==> src/hdl/hhmw_pkg.sv <==
// Package: types, codes and constants of the hue histogram mode window block.
`default_nettype none
package hhmw_pkg;

  // Default sizes
  localparam int HUE_BINS_DEF   = 180;
  localparam int COUNT_BITS_DEF = 20;

  // Fixed field widths
  localparam int OP_W      = 2;
  localparam int HUE_W     = 8;
  localparam int CNT_W     = 20;
  localparam int CFG_IDX_W = 2;
  localparam int CFG_W     = 8;

  // Operation codes
  localparam logic [OP_W-1:0] OP_ACCUMULATE = 2'd0;
  localparam logic [OP_W-1:0] OP_CLASSIFY   = 2'd1;
  localparam logic [OP_W-1:0] OP_CLEAR      = 2'd2;

  // Register indexes and reset values
  localparam logic [CFG_IDX_W-1:0] REG_BELOW = 2'd0;
  localparam logic [CFG_IDX_W-1:0] REG_ABOVE = 2'd1;
  localparam logic [CFG_W-1:0]     BELOW_RST = 8'd10;
  localparam logic [CFG_W-1:0]     ABOVE_RST = 8'd20;

  typedef struct packed {
    logic [OP_W-1:0]  op;
    logic [HUE_W-1:0] hue_value;
  } hhmw_in_t;

  typedef struct packed {
    logic             in_window;
    logic [HUE_W-1:0] mode_index;
    logic [CNT_W-1:0] mode_count;
  } hhmw_out_t;

  // Controller to datapath commands
  typedef struct packed {
    logic load;   // capture the accepted item
    logic rd;     // read the bin of the held hue
    logic upd;    // write back the incremented bin, update the mode
    logic exec;   // classify, clear or no-op on the held item
  } hhmw_cmd_t;

  // Datapath to controller status
  typedef struct packed {
    logic acc_go; // offered item is an accumulate with an in-range hue
  } hhmw_sts_t;

endpackage
`default_nettype wire

==> src/hdl/hhmw_ram.sv <==
// Generic single-write, single-read RAM with registered read data.
`default_nettype none
module hhmw_ram #(
  parameter int WIDTH = 8,
  parameter int DEPTH = 16
) (
  input  wire logic                     clk_i,
  input  wire logic                     we_i,
  input  wire logic [$clog2(DEPTH)-1:0] waddr_i,
  input  wire logic [WIDTH-1:0]         wdata_i,
  input  wire logic                     re_i,
  input  wire logic [$clog2(DEPTH)-1:0] raddr_i,
  output logic      [WIDTH-1:0]         rdata_o
);

  logic [WIDTH-1:0] mem_q [DEPTH];
  logic [WIDTH-1:0] rdata_q;

  always_ff @(posedge clk_i) begin
    if (we_i) begin
      mem_q[waddr_i] <= wdata_i;
    end
    if (re_i) begin
      rdata_q <= mem_q[raddr_i];
    end
  end

  assign rdata_o = rdata_q;

endmodule
`default_nettype wire

==> src/hdl/hhmw_ctrl.sv <==
// Controller FSM: sequences accept, bin read and update or exec, result strobe.
`default_nettype none
module hhmw_ctrl (
  input  wire logic               clk_i,
  input  wire logic               rst_ni,
  input  wire logic               start_i,
  input  wire hhmw_pkg::hhmw_sts_t sts_i,
  output hhmw_pkg::hhmw_cmd_t     cmd_o,
  output logic                    busy_o,
  output logic                    done_o
);
  import hhmw_pkg::*;

  localparam logic [1:0] S_IDLE = 2'd0;
  localparam logic [1:0] S_READ = 2'd1;
  localparam logic [1:0] S_UPD  = 2'd2;
  localparam logic [1:0] S_EXEC = 2'd3;

  logic [1:0] state_q, state_d;
  logic       done_q, done_d;
  logic       accept;

  assign accept = start_i && (state_q == S_IDLE);

  // Next state
  always_comb begin
    state_d = state_q;
    unique case (state_q)
      S_IDLE: begin
        if (accept) begin
          state_d = sts_i.acc_go ? S_READ : S_EXEC;
        end
      end
      S_READ: state_d = S_UPD;
      S_UPD:  state_d = S_IDLE;
      S_EXEC: state_d = S_IDLE;
      default: state_d = S_IDLE;
    endcase
  end

  // Result strobe follows the finishing state
  assign done_d = (state_q == S_UPD) || (state_q == S_EXEC);

  always_ff @(posedge clk_i or negedge rst_ni) begin
    if (!rst_ni) begin
      state_q <= S_IDLE;
      done_q  <= 1'b0;
    end else begin
      state_q <= state_d;
      done_q  <= done_d;
    end
  end

  // Commands
  always_comb begin
    cmd_o      = '0;
    cmd_o.load = accept;
    cmd_o.rd   = (state_q == S_READ);
    cmd_o.upd  = (state_q == S_UPD);
    cmd_o.exec = (state_q == S_EXEC);
  end

  assign busy_o = (state_q != S_IDLE);
  assign done_o = done_q;

endmodule
`default_nettype wire

==> src/hdl/hhmw_dp.sv <==
// Datapath: histogram store, valid bits, mode tracking, window compare, registers.
`default_nettype none
module hhmw_dp #(
  parameter int HUE_BINS   = hhmw_pkg::HUE_BINS_DEF,
  parameter int COUNT_BITS = hhmw_pkg::COUNT_BITS_DEF
) (
  input  wire logic                              clk_i,
  input  wire logic                              rst_ni,
  input  wire hhmw_pkg::hhmw_in_t                in_item_i,
  input  wire hhmw_pkg::hhmw_cmd_t               cmd_i,
  output hhmw_pkg::hhmw_sts_t                    sts_o,
  input  wire logic                              cfg_we_i,
  input  wire logic [hhmw_pkg::CFG_IDX_W-1:0]    cfg_idx_i,
  input  wire logic [hhmw_pkg::CFG_W-1:0]        cfg_data_i,
  output hhmw_pkg::hhmw_out_t                    result_o
);
  import hhmw_pkg::*;

  localparam int AW = $clog2(HUE_BINS);
  localparam logic [COUNT_BITS-1:0] CNT_MAX = {COUNT_BITS{1'b1}};

  // Held item
  logic [OP_W-1:0]  op_q;
  logic [HUE_W-1:0] hue_q;
  logic [AW-1:0]    addr;

  // Mode, registers, valid bits
  logic [HUE_W-1:0]      mode_q, mode_d;
  logic [COUNT_BITS-1:0] mcnt_q, mcnt_d;
  logic [CFG_W-1:0]      below_q, below_d;
  logic [CFG_W-1:0]      above_q, above_d;
  logic [HUE_BINS-1:0]   valid_q, valid_d;

  // Bin update path
  logic [COUNT_BITS-1:0] rdata;
  logic [COUNT_BITS-1:0] old_cnt;
  logic [COUNT_BITS-1:0] new_cnt;

  // Window compare
  logic signed [HUE_W+1:0] win_lo, win_hi, hue_s;
  logic                    in_win;

  logic [31:0]  cnt_wide;
  hhmw_out_t    res_q, res_d;

  // Status: accumulate with a hue inside the bin range
  assign sts_o.acc_go = (in_item_i.op == OP_ACCUMULATE) &&
                        ({1'b0, in_item_i.hue_value} < (HUE_W+1)'(HUE_BINS));

  always_ff @(posedge clk_i) begin
    if (cmd_i.load) begin
      op_q  <= in_item_i.op;
      hue_q <= in_item_i.hue_value;
    end
  end

  assign addr = hue_q[AW-1:0];

  hhmw_ram #(
    .WIDTH (COUNT_BITS),
    .DEPTH (HUE_BINS)
  ) u_ram (
    .clk_i   (clk_i),
    .we_i    (cmd_i.upd),
    .waddr_i (addr),
    .wdata_i (new_cnt),
    .re_i    (cmd_i.rd),
    .raddr_i (addr),
    .rdata_o (rdata)
  );

  // Unwritten bins since reset or clear read as zero; count saturates
  assign old_cnt = valid_q[addr] ? rdata : '0;
  assign new_cnt = (old_cnt == CNT_MAX) ? old_cnt : old_cnt + 1'b1;

  // Inclusive window around the mode, signed, no wrap
  assign hue_s  = $signed({2'b00, hue_q});
  assign win_lo = $signed({2'b00, mode_q}) - $signed({2'b00, below_q});
  assign win_hi = $signed({2'b00, mode_q}) + $signed({2'b00, above_q});
  assign in_win = (hue_s >= win_lo) && (hue_s <= win_hi);

  // Mode, valid bits and result
  always_comb begin
    mode_d  = mode_q;
    mcnt_d  = mcnt_q;
    valid_d = valid_q;
    res_d   = res_q;
    if (cmd_i.upd) begin
      valid_d[addr] = 1'b1;
      if (hue_q == mode_q) begin
        mcnt_d = new_cnt;
      end else if (new_cnt > mcnt_q) begin
        mode_d = hue_q;
        mcnt_d = new_cnt;
      end
    end else if (cmd_i.exec && (op_q == OP_CLEAR)) begin
      valid_d = '0;
      mode_d  = '0;
      mcnt_d  = '0;
    end
    cnt_wide = 32'(mcnt_d);
    if (cmd_i.upd || cmd_i.exec) begin
      res_d.in_window  = cmd_i.exec && (op_q == OP_CLASSIFY) && in_win;
      res_d.mode_index = mode_d;
      res_d.mode_count = cnt_wide[CNT_W-1:0];
    end
  end

  // Configuration decode
  always_comb begin
    below_d = below_q;
    above_d = above_q;
    if (cfg_we_i) begin
      unique case (cfg_idx_i)
        REG_BELOW: below_d = cfg_data_i;
        REG_ABOVE: above_d = cfg_data_i;
        default: ;
      endcase
    end
  end

  always_ff @(posedge clk_i or negedge rst_ni) begin
    if (!rst_ni) begin
      mode_q  <= '0;
      mcnt_q  <= '0;
      valid_q <= '0;
      below_q <= BELOW_RST;
      above_q <= ABOVE_RST;
    end else begin
      mode_q  <= mode_d;
      mcnt_q  <= mcnt_d;
      valid_q <= valid_d;
      below_q <= below_d;
      above_q <= above_d;
    end
  end

  always_ff @(posedge clk_i) begin
    res_q <= res_d;
  end

  assign result_o = res_q;

endmodule
`default_nettype wire

==> src/hdl/hue_histogram_mode_window.sv <==
// Top level of the hue histogram mode window block.
//
//   channel   handshake             payload
//   input     start_i / busy_o      in_item_i  (op, hue_value)
//   result    done_o (strobe)       result_o   (in_window, mode_index, mode_count)
//   config    cfg_we_i              cfg_idx_i, cfg_data_i
//
// An accumulate item with a hue inside the bin range passes READ and UPD before
// the next accept, any other item only EXEC: the bin read-modify-write goes
// through the single registered-read port of the RAM.
// The result is shown for one cycle; UPD registers it for such an accumulate, EXEC
// otherwise; busy_o is low in that cycle, so the next item can be taken there.
// Reset clears the per-bin valid bits at once; no clearing pass is needed, and the
// clear op drops them all at once. The receiver cannot stall the result.
`default_nettype none
module hue_histogram_mode_window #(
  parameter int HUE_BINS   = hhmw_pkg::HUE_BINS_DEF,
  parameter int COUNT_BITS = hhmw_pkg::COUNT_BITS_DEF
) (
  input  wire logic                           clk_i,
  input  wire logic                           rst_ni,
  input  wire logic                           start_i,
  input  wire hhmw_pkg::hhmw_in_t             in_item_i,
  output logic                                busy_o,
  output logic                                done_o,
  output hhmw_pkg::hhmw_out_t                 result_o,
  input  wire logic                           cfg_we_i,
  input  wire logic [hhmw_pkg::CFG_IDX_W-1:0] cfg_idx_i,
  input  wire logic [hhmw_pkg::CFG_W-1:0]     cfg_data_i
);
  import hhmw_pkg::*;

  hhmw_cmd_t cmd;
  hhmw_sts_t sts;

  hhmw_ctrl u_ctrl (
    .clk_i   (clk_i),
    .rst_ni  (rst_ni),
    .start_i (start_i),
    .sts_i   (sts),
    .cmd_o   (cmd),
    .busy_o  (busy_o),
    .done_o  (done_o)
  );

  hhmw_dp #(
    .HUE_BINS   (HUE_BINS),
    .COUNT_BITS (COUNT_BITS)
  ) u_dp (
    .clk_i      (clk_i),
    .rst_ni     (rst_ni),
    .in_item_i  (in_item_i),
    .cmd_i      (cmd),
    .sts_o      (sts),
    .cfg_we_i   (cfg_we_i),
    .cfg_idx_i  (cfg_idx_i),
    .cfg_data_i (cfg_data_i),
    .result_o   (result_o)
  );

endmodule
`default_nettype wire

==> config.mk <==
export PLATFORM = sky130hd
export DESIGN_NAME = hue_histogram_mode_window
export DESIGN_NICKNAME = d
export VERILOG_FILES = /design/src/hdl/hhmw_pkg.sv /design/src/hdl/hhmw_ram.sv /design/src/hdl/hhmw_ctrl.sv /design/src/hdl/hhmw_dp.sv /design/src/hdl/hue_histogram_mode_window.sv
export SDC_FILE = /design/constraint.sdc
export NUM_CORES = 2
export LEC_CHECK = 0
export BUFFER_PORTS_ARGS = -buffer_cell sky130_fd_sc_hd__buf_2
export CAP_MARGIN = 20
export CORE_UTILIZATION = 50
export CTS_CLUSTER_DIAMETER = 40
export CTS_CLUSTER_SIZE = 25
export DETAILED_ROUTE_END_ITERATION = 12
export PLACE_DENSITY = 0.74
export SYNTH_ARGS = -nofsm -noshare
export SYNTH_HDL_FRONTEND = slang
export SYNTH_SLANG_ARGS = --single-unit
==> constraint.sdc <==
create_clock -name clk_i -period 26.2 [get_ports clk_i]
set_clock_uncertainty 0.05 [all_clocks]
set_input_delay 5.24 -clock clk_i [delete_from_list [all_inputs] [get_ports clk_i]]
set_output_delay 5.24 -clock clk_i [all_outputs]
set_load 0.005 [all_outputs]
# Word level (Yosys, flattened, before mapping)
# Memory sizes are Yosys's and may differ from the RTL's. A register that Yosys moved wholly into a read port is not among the register bits.
# Index checks and enable logic that the tools add are counted.
[op_classes] add_sub_neg=3 bitwise_logic=1 mux=21 n_lt_le_gt_ge=6 n_reduce_logical=16 eq_ne=9
[op_table] cell="two-way mux 180 bit" count=2
[op_table] cell="bitwise OR 180 bit" count=1
[op_table] cell="two-way mux 20 bit" count=6
[op_table] cell="two-way mux 8 bit" count=4
[op_table] cell="adder 20 x 1 -> 20 bit, second input constant" count=1
[op_table] cell="equality test 20 bit, second input constant" count=1
[op_table] cell="> comparator 20 bit" count=1
[op_table] cell=">= comparator 9 x 10 -> 1 bit" count=1
[op_table] cell="<= comparator 9 x 10 -> 1 bit" count=1
[op_table] cell="adder 8 x 8 -> 9 bit" count=1
[op_table] cell="< comparator 8 x 9 -> 1 bit, second input constant" count=1
[op_table] cell="subtractor 8 x 8 -> 9 bit" count=1
[op_table] cell="binary-select mux 1 bit (select 8 bit)" count=1
[op_table] cell="demux 1 bit (select 8 bit)" count=1
[op_table] cell="equality test 8 bit" count=1
[op_table] cell=">= comparator 8 x 1 -> 1 bit, second input constant" count=1
[op_table] cell="< comparator 8 bit, second input constant" count=1
[op_table] cell="logical AND 1 bit" count=7
[op_table] cell="equality test 2 x 1 -> 1 bit, second input constant" count=3
[op_table] cell="equality test 2 bit, second input constant" count=3
[op_table] cell="zero test 2 bit" count=3
[op_table] cell="one-hot mux 2 bit (3 select lines)" count=1
[op_table] cell="two-way mux 1 bit" count=4
[op_table] cell="two-way mux 2 bit" count=2
[op_table] cell="other kinds (5)" count=7
[totals] input_bits=24 n_memories=1 out_inout_bits=31 ram_bits=3600 ff_bits=266
[memory_table] name="u_dp.u_ram.mem_q" depth=180 width=20 read_ports=1 rd_ports_with_merged_regs=1 wr=1 line="hhmw_ram.sv:16" rtl="logic [WIDTH-1:0] mem_q [DEPTH];"

# Depth between registers and ports, before layout
[depth] ltp_word=9 depth_mapped=30 ltp_nobuf=24

# Modules after synthesis
# Synthesis repeated with hierarchy kept, for this count alone.
[hier_totals] cells_unflattened=7693 area_unflattened_um2=152799.0
[modules_own_cells] mod="hhmw_ram" instances=1 area_per_inst_um2=139625.2 cells_per_inst=6585 seq_area_each_um2=108704.3
[modules_own_cells] mod="hhmw_dp" instances=1 area_per_inst_um2=13035.0 cells_per_inst=1093 seq_area_each_um2=6781.5
[modules_own_cells] mod="hhmw_ctrl" instances=1 area_per_inst_um2=138.9 cells_per_inst=15 seq_area_each_um2=75.1

# Worst setup path before layout
# OpenSTA, ideal clock, no wires.
[synth_path] path_type="reg2reg" startpoint="register u_dp.hue_q[1] (netlist: u_dp.addr[1])" endpoint="register u_dp.res_q, in the netlist u_dp.result_o[1], data pin" stages_incl_launch_ff=28 arrival_ps=12237 setup_slack_ps=13650 cell_sequence="edfxtp_1 -> buf_4 -> buf_4 -> buf_4 -> mux2i_1 -> a2111oi_0 -> nand2_1 -> o211ai_1 -> a211oi_1 -> o31a_2 -> buf_2 -> nor2b_1 -> ha_1 -> nand3_1 -> or3_1 -> nor2_1 -> nor2_1 -> nor3_1 -> ha_1 -> nand4_1 -> nor2_1 -> nand3b_1 -> o21a_1 -> nand4_1 -> o211ai_1 -> buf_2 -> inv_1 -> o31a_1"
[synth_between] elab_chain_len=9 elab_cells_between_ends=11 classes_between="add/sub: 1; order compare: 1; eq/ne: 2; mux: 7"
[synth_lines] element="from (decl)" line="hhmw_dp.sv:24" rtl="logic [HUE_W-1:0] hue_q;"
[synth_lines] element="from (signal assigned)" line="hhmw_dp.sv:53" rtl="hue_q <= in_item_i.hue_value;"
[synth_lines] element="binary-select mux 1 bit (select 8 bit) *" line="hhmw_dp.sv:73" rtl="assign old_cnt = valid_q[addr] ? rdata : '0;"
[synth_lines] element="two-way mux 1 bit (not written as such) *" line="hhmw_dp.sv:73"
[synth_lines] element="two-way mux 20 bit *" line="hhmw_dp.sv:73"
[synth_lines] element="adder 20 x 1 -> 20 bit or equality test 20 bit (tied branches)" line="hhmw_dp.sv:74" rtl="assign new_cnt = (old_cnt == CNT_MAX) ? old_cnt : old_cnt + 1'b1;"
[synth_lines] element="two-way mux 20 bit *" line="hhmw_dp.sv:74"
[synth_lines] element="via u_dp.new_cnt[18]" line="hhmw_dp.sv:37" rtl="logic [COUNT_BITS-1:0] new_cnt;"
[synth_lines] element="> comparator 20 bit *" line="hhmw_dp.sv:92" rtl="end else if (new_cnt > mcnt_q) begin"
[synth_lines] element="two-way mux 20 bit *" line="hhmw_dp.sv:92"
[synth_lines] element="two-way mux 20 bit *" line="hhmw_dp.sv:90" rtl="if (hue_q == mode_q) begin"
[synth_lines] element="two-way mux 20 bit *" line="hhmw_dp.sv:88" rtl="if (cmd_i.upd) begin"
[synth_lines] element="via u_dp.mcnt_d[1]" line="hhmw_dp.sv:29" rtl="logic [COUNT_BITS-1:0] mcnt_q, mcnt_d;"
[synth_lines] element="to (signal assigned)" line="hhmw_dp.sv:139" rtl="res_q <= res_d;"
[synth_lines] element="to (decl)" line="hhmw_dp.sv:44" rtl="hhmw_out_t res_q, res_d;"
# The timed path passes the listed nets; every way through them passes the cells marked *. The select of a mux whose other input is x is not followed.
# A chain may end at the register's enable or synchronous reset.

# Final worst setup path
[layout_path] startpoint="register u_dp.hue_q[1] (netlist: u_dp.addr[1])" endpoint="register u_dp.res_q, in the netlist u_dp.result_o[13], data pin"
# Same word-level chain as after synthesis.

==> impl_results.md <==
* Die height at 551 µm
* Worst-path maximum fanout at 59
* Post-Synth Adder-Cell Area at 0.467%
* CTS clock-pin slew for the worst setup and hold paths at 60 ps
* Chip width at 551 µm
* Compound-Gate Fraction of Synth Area at 1.69%
* Row cnt at 201
* Post-synthesis sequential area ratio at 76.7%
* Largest cells by area after synthesis: edfxtp_1, mux4_2, dfrtp_1
* Xor/xnor share of the synthesized area at 0.209%
* Initial antenna violation count at 23
* Mux cell area share after synthesis at between 10% and 20%
* Crit-path most repeated cell: buf_4
* Grt ovf at 0
* Sink Count at ~3900
* Fin crit share at 38.2%
* CP Launch Type: flip-flop
* ANT nets after route at 0
* Post-cts resize count at 0
* Largest family of logic cells by synthesized area: multiplexers
* GP Congestion at 0.881
* Total Neg Setup Slack at 0 ps
* WL/cell at roughly 35 µm
* Syn Area/Cell at between 20 and 25 µm²
* Port Buffers at 54
* Post-synthesis cell type count at 69
* Area growth syn-to-layout at 13.9%
* Worst-Margin Slew at 1250 ps
* Max transition margin at 16.8%
* Maximum vdd ir drop at 0.0646 mV
* Syn Inst Count at 6463
* Simple-Gate Fraction of Synth Area at 1.39%
* Synthesis-stage register bit count at 3886
* Critical path's slowest cell: buf_4
* Die area at ~300000 µm²
* Syn_nets at about 6500
* Total power at 14.4 mW
* Final WL at 396 mm
* Max incr delay on CP at 880 ps
* Hold Fails Final Rpt at 0
* Fin nets at roughly 6900
* CP endpoint kind: flip-flop
* Setup Viol. Count Final at 0
* Hold_buf cts at 0
* WP buf/inv at 5
* DP Area at 157000 µm²
* Drt pass-1 iters at 6
* Vias in the first global route at 74700
* Vias at 74100
* Core area at between 200000 and 300000 µm²
* H-tree depth at 5
* Worst Path Required at 26820 ps
* Worst Hold Class: flip-flop to flip-flop
* First-pass GRT wire length at 558 mm
* Crit-path leading delay family: buffers and inverters
* Vias per cell at 6.64
* Ys flop type: edfxtp_1
* Share of layout cells above drive strength 1 at between 30 and 40%
* DRC Markers at 0
* EDFF count, synth at between 3000 and 4000
* Max cap viols at 0
* RSZ-0062 raised after global routing: no
* Fill cells at 20500
* Top-Level Pins at 55
* Detailed Route Iter0 Violations at 10600
* Critical path type: flip-flop to flip-flop
* Clk buf depth at 4
* Post-route worst setup slack at 16200 ps
* Clk_lat worst skew at 940 ps
* Starting density of the core at between 50% and 60%
* Root Buffer: clkbuf_16
* Pre-CTS setup slack at 16620 ps
* Largest net degree at the start of global routing at ~180
* Yosys top cell area share at around 73%
* LEAKAGE at around 57 nW
* Gr usage total at a little over a quarter
* Outcome: finished clean
* Setup bufs post-CTS at 0
* Pwr Density at 83.7 nW/µm²
* Post-Layout Inst Area at roughly 170000 µm²
* Mapped Area at 151000 µm²
* Post-synthesis async set-or-reset flop share at 5.84%
* YS warnings at 0
* Max Fclk at 100 MHz
* CTS Buf Count at 416
* Critical path arrival at 10620 ps
* Post-layout min period at ~10000 ps
* Dpl hpwl at 205 mm
* CTS tree: done
* Fin. max-slew vios at 0
* Area leader, netlist: edfxtp_1
## flip-flops by register name (all words and copies together) (netlist names), 2 cells and up
| register | count |
|---|---|
| u_ctrl.state_q | 2 |
| u_dp.above_q | 8 |
| u_dp.addr | 8 |
| u_dp.below_q | 8 |
| u_dp.mcnt_q | 20 |
| u_dp.mode_q | 8 |
| u_dp.op_q | 2 |
| u_dp.result_o | 29 |
| u_dp.u_ram.mem_q | 3600 |
| u_dp.u_ram.rdata_o | 20 |
| u_dp.valid_q | 180 |
## synth_stat cells, types with 27 or more instances
library cell,n
a21o_1,206
buf_1,42
buf_2,122
buf_4,39
clkbuf_1,129
dfrtp_1,223
edfxtp_1,3659
ha_1,53
inv_1,48
mux4_2,1198
nand2_1,137
nand3_1,27
nor2_1,243
o21ai_0,27
## worst reg2reg max path: cells and delay by family (launching register included)
family	cells	cell delay [ps]
and+or+nand+nor	11	2140
buffers and inverters	5	3320
muxes	3	1330
AOI/OAI and AO/OA	6	1700
DFF	1	340
adders and majority gates	2	650
xor gates and xnor gates	1	210
## power by group
| part | leakage (nW) | switching [mW] | internal, mW |
|---|---|---|---|
| combinational | 13.5 | 0.793 | 0.488 |
| sequential | 36.9 | 0.0666 | 6.97 |
| clock | 6.93 | 2.73 | 3.31 |
## through the flow
stage               instances  hold WS (ps)  util [%]
floorplan                6463           391         -
global placement        10400           401      52.4
detailed placement      10400           409      52.4
CTS                     11200           425      57.2
global route            11200           437      57.2
finish                  11200           426      57.3
## cells by family after synthesis
group,Yosys count
AO/OA/AOI/OAI,351
XOR/XNOR,36
adder cells (fa/ha/maj),55
buffers and inverters,408
flip-flops,3886
multiplexers,1236
AND/OR/NAND/NOR,491
## placed cells by master, fill, tap and decap left out, drive strengths merged, types with 28 or more instances in the layout
cell type,n
edfxtp,3659
mux4,1202
clkbuf,454
buf,321
nor2,243
dfrtp,223
a21o,206
inv,199
nand2,137
clkinv,119
ha,53
clkinvlp,37
o21ai,28
## routing by layer
| metal | global-route usage, % | up-vias | wire length [µm] |
|---|---|---|---|
| li1 | - | 28300 | - |
| met1 | 34.6 | 39500 | 140000 |
| met2 | 41.7 | 5368 | 190000 |
| met3 | 6.42 | 929 | 47000 |
| met4 | 11.1 | 14 | 18800 |
| met5 | 0 | - | 117 |
## final timing paths
path | to | start | depth (start not counted) | slack, ps
max reg2reg | u_dp.result_o[13]$_DFFE_PP_ | u_dp.addr[1]$_DFFE_PP_ | 28 | 16200
min | u_dp.valid_q[164]$_DFFE_PN0P_ | u_dp.valid_q[164]$_DFFE_PN0P_ | 1 | 430
max | u_dp.result_o[13]$_DFFE_PP_ | u_dp.addr[1]$_DFFE_PP_ | 28 | 16200
max in group asynchronous | u_dp.valid_q[43]$_DFFE_PN0P_ | rst_ni | 2 | 20250
min reg2reg | u_dp.valid_q[164]$_DFFE_PN0P_ | u_dp.valid_q[164]$_DFFE_PN0P_ | 1 | 430
min in group asynchronous | u_dp.mcnt_q[3]$_DFF_PN0_ | rst_ni | 1 | 4250
## cell type report
cell class	count	area (µm²)	area share (%)
Multi-Input combinational cell	2169	33900	19.8
Tap cell	3958	4950	2.89
Clock buffer	454	10800	6.28
Sequential cell	3886	116000	67.3
Antenna cell	7	17.5	0.0102
Clock inverter	323	3590	2.09
Timing Repair Buffer	321	2620	1.53
Inverter	50	200	0.117
Power figures use the tool's default switching activity.
